===== src/text_console_writer_macros.svh =====
// assertion macros for the text console writer
`ifndef TEXT_CONSOLE_WRITER_MACROS_SVH
`define TEXT_CONSOLE_WRITER_MACROS_SVH

// same-cycle implication, clocked on i_clk, off during reset
`define TCW_ASSERT_SAME(label, ante, cons, msg) \
    label: assert property (@(posedge i_clk) disable iff (!i_rst_n) (ante) |-> (cons)) \
        else $error(msg);

// next-cycle implication, clocked on i_clk, off during reset
`define TCW_ASSERT_NEXT(label, ante, cons, msg) \
    label: assert property (@(posedge i_clk) disable iff (!i_rst_n) (ante) |=> (cons)) \
        else $error(msg);

`endif


===== src/tcw_pkg.sv =====
// shared constants, types and helpers of the text console writer
`timescale 1ns / 1ps

package tcw_pkg;

    localparam int COLUMNS  = 80;
    localparam int ROWS     = 25;
    localparam int CELLS    = ROWS * COLUMNS;
    localparam int MOVE_CNT = (ROWS - 1) * COLUMNS;

    localparam int ROW_W  = $clog2(ROWS);
    localparam int COL_W  = $clog2(COLUMNS);
    localparam int ADDR_W = $clog2(CELLS);

    localparam int CMD_W     = 2;
    localparam int CHAR_W    = 8;
    localparam int TGT_W     = 8;
    localparam int CADDR_W   = 11;
    localparam int POS_W     = 11;
    localparam int ROW_OUT_W = 5;
    localparam int COL_OUT_W = 7;
    localparam int CELL_W    = 16;
    localparam int ATTR_W    = 8;

    localparam logic [CMD_W-1:0] CMD_PUT   = 2'd0;
    localparam logic [CMD_W-1:0] CMD_SET   = 2'd1;
    localparam logic [CMD_W-1:0] CMD_CLEAR = 2'd2;
    localparam logic [CMD_W-1:0] CMD_READ  = 2'd3;

    localparam logic [CHAR_W-1:0] CH_NEWLINE   = 8'd10;
    localparam logic [CHAR_W-1:0] CH_RETURN    = 8'd13;
    localparam logic [CHAR_W-1:0] CH_BACKSPACE = 8'd8;
    localparam logic [CHAR_W-1:0] CH_SPACE     = 8'h20;
    localparam logic [ATTR_W-1:0] RESET_ATTR   = 8'h07;

    localparam logic [CELL_W-1:0] RESET_BLANK = {RESET_ATTR, CH_SPACE};

    typedef logic [ROW_W-1:0]  t_row;
    typedef logic [COL_W-1:0]  t_col;
    typedef logic [ADDR_W-1:0] t_addr;
    typedef logic [CELL_W-1:0] t_cell;

    typedef struct packed {
        logic  we;
        t_addr waddr;
        t_cell wdata;
        logic  re;
        t_addr raddr;
    } t_mem_req;

    typedef struct packed {
        logic  valid;
        logic  busy;
        t_row  row;
        t_col  col;
        t_addr pos;
        t_cell data;
    } t_status;

    function automatic t_addr cell_index(t_row row, t_col col);
        return ADDR_W'(32'(row) * COLUMNS + 32'(col));
    endfunction

endpackage


===== src/tcw_ctrl.sv =====
// command sequencer: cursor, attribute, scroll copy and fill sweeps
`timescale 1ns / 1ps

module tcw_ctrl (
    input  logic                             i_clk,
    input  logic                             i_rst_n,
    input  logic                             i_start,
    input  logic [tcw_pkg::CMD_W-1:0]        i_cmd,
    input  logic [tcw_pkg::CHAR_W-1:0]       i_char_code,
    input  logic [tcw_pkg::TGT_W-1:0]        i_target_row,
    input  logic [tcw_pkg::TGT_W-1:0]        i_target_column,
    input  logic [tcw_pkg::CADDR_W-1:0]      i_cell_address,
    input  logic                             i_cfg_we,
    input  logic [tcw_pkg::ATTR_W-1:0]       i_cfg_wdata,
    input  tcw_pkg::t_cell                   i_rdata,
    output tcw_pkg::t_mem_req                o_mem_req,
    output tcw_pkg::t_status                 o_status
);
    import tcw_pkg::*;

    localparam logic [1:0] S_IDLE   = 2'd0;
    localparam logic [1:0] S_READ   = 2'd1;
    localparam logic [1:0] S_SCROLL = 2'd2;
    localparam logic [1:0] S_BLANK  = 2'd3;

    localparam t_row ROW_LAST = ROW_W'(ROWS - 1);
    localparam t_col COL_LAST = COL_W'(COLUMNS - 1);

    logic [1:0]        r_state, n_state;
    t_addr             r_cnt, n_cnt;
    t_row              r_row, n_row;
    t_col              r_col, n_col;
    t_cell             r_fill, n_fill;
    logic              r_emit, n_emit;
    logic              r_valid, n_valid;
    logic [ATTR_W-1:0] r_attr;
    t_cell             r_data, n_data;
    logic              r_rd_ok, n_rd_ok;
    logic              go_scroll;
    t_cell             blank;
    t_mem_req          req;

    assign blank = {r_attr, CH_SPACE};

    always_comb begin
        n_state   = r_state;
        n_cnt     = r_cnt;
        n_row     = r_row;
        n_col     = r_col;
        n_fill    = r_fill;
        n_emit    = r_emit;
        n_rd_ok   = r_rd_ok;
        n_valid   = 1'b0;
        n_data    = '0;
        go_scroll = 1'b0;
        req       = '0;
        case (r_state)
            S_IDLE: begin
                if (i_start) begin
                    case (i_cmd)
                        CMD_PUT: begin
                            if (i_char_code == CH_NEWLINE) begin
                                n_col = '0;
                                if (r_row == ROW_LAST) begin
                                    go_scroll = 1'b1;
                                end else begin
                                    n_row = r_row + ROW_W'(1);
                                end
                            end else if (i_char_code == CH_RETURN) begin
                                n_col = '0;
                            end else if (i_char_code == CH_BACKSPACE) begin
                                if (r_col != '0) begin
                                    n_col     = r_col - COL_W'(1);
                                    req.we    = 1'b1;
                                    req.waddr = cell_index(r_row, r_col - COL_W'(1));
                                    req.wdata = blank;
                                end
                            end else begin
                                req.we    = 1'b1;
                                req.waddr = cell_index(r_row, r_col);
                                req.wdata = {r_attr, i_char_code};
                                if (r_col == COL_LAST) begin
                                    n_col = '0;
                                    if (r_row == ROW_LAST) begin
                                        go_scroll = 1'b1;
                                    end else begin
                                        n_row = r_row + ROW_W'(1);
                                    end
                                end else begin
                                    n_col = r_col + COL_W'(1);
                                end
                            end
                            if (go_scroll) begin
                                n_state = S_SCROLL;
                                n_cnt   = '0;
                            end else begin
                                n_valid = 1'b1;
                            end
                        end
                        CMD_SET: begin
                            n_row   = (i_target_row < ROWS) ? ROW_W'(i_target_row) : ROW_LAST;
                            n_col   = (i_target_column < COLUMNS) ?
                                      COL_W'(i_target_column) : COL_LAST;
                            n_valid = 1'b1;
                        end
                        CMD_CLEAR: begin
                            n_row   = '0;
                            n_col   = '0;
                            n_state = S_BLANK;
                            n_cnt   = '0;
                            n_fill  = blank;
                            n_emit  = 1'b1;
                        end
                        default: begin
                            req.re    = 1'b1;
                            req.raddr = ADDR_W'(i_cell_address);
                            n_rd_ok   = (i_cell_address < CELLS);
                            n_state   = S_READ;
                        end
                    endcase
                end
            end
            S_READ: begin
                n_valid = 1'b1;
                n_data  = r_rd_ok ? i_rdata : '0;
                n_state = S_IDLE;
            end
            S_SCROLL: begin
                // read one row ahead, write the previous cycle's data one row up
                if (r_cnt < ADDR_W'(MOVE_CNT)) begin
                    req.re    = 1'b1;
                    req.raddr = r_cnt + ADDR_W'(COLUMNS);
                end
                if (r_cnt != '0) begin
                    req.we    = 1'b1;
                    req.waddr = r_cnt - ADDR_W'(1);
                    req.wdata = i_rdata;
                end
                if (r_cnt == ADDR_W'(MOVE_CNT)) begin
                    n_state = S_BLANK;
                    n_fill  = blank;
                    n_emit  = 1'b1;
                end else begin
                    n_cnt = r_cnt + ADDR_W'(1);
                end
            end
            S_BLANK: begin
                req.we    = 1'b1;
                req.waddr = r_cnt;
                req.wdata = r_fill;
                if (r_cnt == ADDR_W'(CELLS - 1)) begin
                    n_state = S_IDLE;
                    n_valid = r_emit;
                end else begin
                    n_cnt = r_cnt + ADDR_W'(1);
                end
            end
            default: begin
                n_state = S_IDLE;
            end
        endcase
    end

    always_ff @(posedge i_clk) begin
        if (!i_rst_n) begin
            r_state <= S_BLANK;
            r_cnt   <= '0;
            r_row   <= '0;
            r_col   <= '0;
            r_fill  <= RESET_BLANK;
            r_emit  <= 1'b0;
            r_valid <= 1'b0;
            r_attr  <= RESET_ATTR;
        end else begin
            r_state <= n_state;
            r_cnt   <= n_cnt;
            r_row   <= n_row;
            r_col   <= n_col;
            r_fill  <= n_fill;
            r_emit  <= n_emit;
            r_valid <= n_valid;
            if (i_cfg_we) begin
                r_attr <= i_cfg_wdata;
            end
        end
    end

    always_ff @(posedge i_clk) begin
        r_data  <= n_data;
        r_rd_ok <= n_rd_ok;
    end

    assign o_mem_req       = req;
    assign o_status.valid  = r_valid;
    assign o_status.busy   = (r_state != S_IDLE);
    assign o_status.row    = r_row;
    assign o_status.col    = r_col;
    assign o_status.pos    = cell_index(r_row, r_col);
    assign o_status.data   = r_data;

endmodule


===== config.mk =====
export PLATFORM = sky130hd
export DESIGN_NAME = tcw_ctrl
export DESIGN_NICKNAME = d
export VERILOG_FILES = /design/src/text_console_writer_macros.svh /design/src/tcw_pkg.sv /design/src/tcw_ctrl.sv
export SDC_FILE = /design/constraint.sdc
export NUM_CORES = 1
export LEC_CHECK = 0
export BUFFER_PORTS_ARGS = -buffer_cell sky130_fd_sc_hd__buf_4
export CAP_MARGIN = 20
export CORE_MARGIN = 2
export CORE_UTILIZATION = 39
export CTS_CLUSTER_DIAMETER = 40
export CTS_CLUSTER_SIZE = 25
export DETAILED_ROUTE_END_ITERATION = 7
export SETUP_SLACK_MARGIN = 0.15
export SLEW_MARGIN = 20
export SYNTH_ARGS = -nofsm -noshare
export SYNTH_HDL_FRONTEND = slang
export SYNTH_SLANG_ARGS = --single-unit

===== constraint.sdc =====
create_clock -name i_clk -period 6.9 [get_ports i_clk]
set_input_delay 1.035 -clock i_clk [delete_from_list [all_inputs] [get_ports i_clk]]
set_output_delay 1.035 -clock i_clk [all_outputs]
set_load 0.01 [all_outputs]

== Word level (Yosys, flattened, before mapping) ==
Index checks and enable logic that the tools add are counted.
Operators by class
  order comparisons: 4
  equal/unequal tests: 25
  reductions and logical operators: 16
  bitwise gates (word level): 1
  multiplexer cells: 58
  multipliers: 1
  add/subtract/negate cells: 8
Operators by type and width (number)
  $mux 28: 6
  $pmux 28 s3: 1
  $mux 16: 3
  $mux 11: 4
  $mux 7: 6
  $mux 40: 1
  $pmux 11 s3: 1
  $pmux 16 s2: 1
  $mux 5: 6
  $eq 8x4->1 const B: 3
  $mux 12: 2
  $pmux 12 s2: 1
  $add 11x7->11: 2
  $eq 11x11->1 const B: 2
  $lt 11x11->1 const B: 2
  $pmux 11 s2: 1
  $pmux 7 s3: 1
  $pmux 5 s3: 1
  $mux 1: 14
  $ne 2x2->1 const B: 6
  $ne 3x3->1 const B: 4
  $reduce_and 6->1: 2
  $add 11x1->11 const B: 1
  $add 11x7->11 const B: 1
  30 further kinds: 41
Word-level totals
  bits in registers: 68

== Logic depth before layout (Yosys ltp) ==
  word-level depth: 13
  gate-level depth with buffers: 12
  mapped depth without buffers: 12

== Worst setup path after synthesis ==
Ideal clock, no wire load.
  path kind: input -> output
  start point: in i_char_code[0] (netlist name)
  end point: out o_mem_req[37] (netlist name)
  arrival time: 2.522 ns
  setup slack: 3.343 ns
  cell stages on the path: 8
  cells stage by stage: buf_4 > nor4_4 > and2_1 > buf_6 > mux2i_1 > nand3b_1 > xnor2_1 > o221ai_1
RTL lines
  start, declared: line tcw_ctrl.sv:9  | input logic [tcw_pkg::CHAR_W-1:0] i_char_code,
  end, declared: line tcw_ctrl.sv:16  | output tcw_pkg::t_mem_req o_mem_req,

==> run metrics <==
status finished, final reports clean; Area Overhead vs Synth 29.94%; Peak VDD IR 116.6 µV; gr ovfl total 0; number of synthesized flops with an enable pin 1; first-pass GRT wire length 23100 µm; Post-synth top flop dfxtp_1; Startpoint Class register; # fillers between 1k and 1.5k; sequential share of the synthesized area 26.44%; power per cell area 150.0 nW/µm²; mapped cell area roughly 4600 µm²; hold path startpoint r_emit; die area 12630 µm²; Setup violations, final 0; Via Count 4739; postcts setup bufs 0; crit path launch r_state[1]; Routed Antenna Nets 0; P_sw 229.8 µW; Reg power frac 40.0%; RSZ-0062 raised after global routing false; CTS Buf Count 9; CP Class register to output pin; leakage power between 2 and 3 nW; # placed instances 816; WP data required roughly 5.9 ns; layout cells sized above 1 26.56%; Yosys top cell area share between 20% and 30%; final hold vios 0; drt first-iter violations 358; largest net degree at the start of global routing 55; period utilisation layout between 60% and 70%; Inserted Diodes 0; router iterations before antenna repair 7; setup tns final 0 ns; core box area 11420 µm²; GRT Overall Usage 22.23%; Syn Nets 661; crit-path max FO 21; Nets 778; slowest stage delay, CP 0.82 ns; area leader, netlist dfxtp_1; Final Wtd Congestion 0.8921; count of cell types in the netlist slightly above 80; Combinational Power Share approximately a tenth; Rows 39; final non-filler cell total 832; final hold slack around 0.47 ns; fin crit period 4.290 ns; die height 112.4 µm; Ports 146; post-cts gate resize count 0; storage element area 1211 µm²; Port Buf Inserts 145; DRC violations left 0; Clock Sinks 60; Critical-path top delay cell dfxtp_1; worst-margin pin slew 1.054 ns; Chip Width 112.4 µm; H-tree levels 3; delay-heaviest family, CP compound AO/OA/AOI/OAI gates; cts hold-fix bufs 0; Setup crit end kind output pin; Achievable Freq 233.1 MHz; Hold Path Class register to register; Ys Warns 0; Post-Synthesis Cells approximately 570; multi-input logic area 3065 µm²; DR WL/cell 17.40 µm; Worst-Skew Late Latency 0.33 ns; fin area slightly below 6000 µm²; CTS tree yes; slew margin rel. 29.45%; top post-synthesis cells by area dfxtp_1, ha_1, o21ai_0; vias in the first global route between 4k and 5k; placed cell area between 5000 and 6000 µm²; clock transition at the registers of the reported paths 0.06 ns; syn avg cell area 8.079 µm²; Async S/R FF share, synth 0%; CP bufs+invs 2; R2R Setup Slk 4.29 ns; Total Power ~900 µW; Clock Skew 0.01299 ns; maximum clock insertion buffer count 2; max cap viols 0; Avg Vias per Cell 5.696; Worst EP arrival ~3.3 ns; crit-path cells inv_1, nor2_1, o31a_1, nand2_1, o221ai_1, buf_4; reg2reg start r_col[0]; final WL between 10000 and 15000 µm; clock root buffer clkbuf_16; initial antenna violation count 0; Initial Util between 40% and 50%; hpwl dp 11130 µm; Cell Int Power 663.0 µW; clock network fraction of total power 49.7%; register bit total from synthesis 60; max-slew violation total from the final report 0; switch share 25.74%
layout by cell type, fill, tap and decap left out, types with 3 or more instances in the layout:
master     instances
a21boi_1           3
a21o_1             3
a21oi_1           21
a222oi_1           8
a22o_1             8
a31oi_1            9
and2_1             3
and3_1            24
buf_4            145
clkbuf_16         10
clkinv_4           3
dfxtp_1           59
fa_1               3
ha_1              26
inv_1             30
mux2i_1           22
nand2_1           60
nand2b_1           4
nand3_1           11
nand4_1            8
nor2_1            29
nor2_2             3
nor2b_1           16
nor3_1            14
nor4_1             3
o211ai_1          12
o21ai_0           46
o21ai_1            5
o221ai_1           8
o22ai_1            3
o31ai_1            5
or3_1              5
xnor2_1           14
xor2_1             9
synth_stat cells, drive strengths merged (14+ instances only):
cell / count
nor2b: 16
nand2: 60
mux2i: 22
dfxtp: 59
clkbuf: 18
and3: 25
inv: 30
a21oi: 23
xnor2: 14
nor2: 33
o21ai: 52
buf: 21
nor3: 14
ha: 26
cell families (layout without fill, tap and decap cells):
family	after synthesis	after routing	synth area share [%]
XOR/XNOR	23	23	4.398
flip-flops	60	60	26.44
multiplexers	22	22	4.807
adder cells (fa/ha/maj)	29	29	8.413
buffers and inverters	69	191	6.692
AND/OR/NAND/NOR	195	195	22.78
AO/OA/AOI/OAI	169	169	26.47
power by group through the flow:
| stage | Clock, mW | Sequential, mW | Combinational (mW) |
|---|---|---|---|
| after floorplan | 0 | 0.362 | 0.0460 |
| after global placement | 0 | 0.364 | 0.0911 |
| after detailed placement | 0 | 0.364 | 0.0917 |
| after CTS | 0.448 | 0.357 | 0.0921 |
| after global routing | 0.463 | 0.357 | 0.101 |
| final | 0.444 | 0.357 | 0.0921 |
per-stage QoR:
stage	util, %	setup WS [ns]
2_1_floorplan	-	3.343
3_3_place_gp	49.52	2.888
3_5_place_dp	49.52	2.868
4_1_cts	52.10	2.662
5_1_grt	52.13	2.402
6_report	52.13	2.610
routing by layer:
layer  vias up  GRT usage [%]  share of wire, %
li1       2331              -                 -
met1      2215          29.72                45
met2       180          37.27                47
met3        13          3.834               6.8
met4         0          5.935               1.3
met5         -              0                 0
state kept, by name (all words and copies together), names as in the netlist, 2 cells and up:
name / cells
r_data: 16
r_cnt: 11
r_attr: 8
r_fill: 8
r_col: 7
r_row: 5
r_state: 2
worst reg2reg max path, stage by stage, from the launching register on:
cell,delay (ns)
dfxtp_1,0.55
inv_1,0.16
ha_1,0.21
nor2b_1,0.14
and3_1,0.19
a211oi_2,0.77
and4b_1,0.29
o21ai_0,0.09
o211ai_1,0.13
layout make-up:
type                    instances  share of cell area (%)
multi-input cells             438                   51.50
flip-flops and latches         60                   20.35
repair buffers                145                   18.29
clock buffers                  10                   4.204
well taps                     143                   3.006
inverters                      30                   1.892
clock inverters                 6                  0.7568
worst paths after layout:
path | depth (start not counted) | to
setup reg to reg | 8 | r_col[6]
hold reg to reg | 1 | r_emit
hold / removal | 1 | r_emit
setup / recovery | 6 | o_mem_req[30]
No activity file was read; power rests on OpenSTA's default activity.
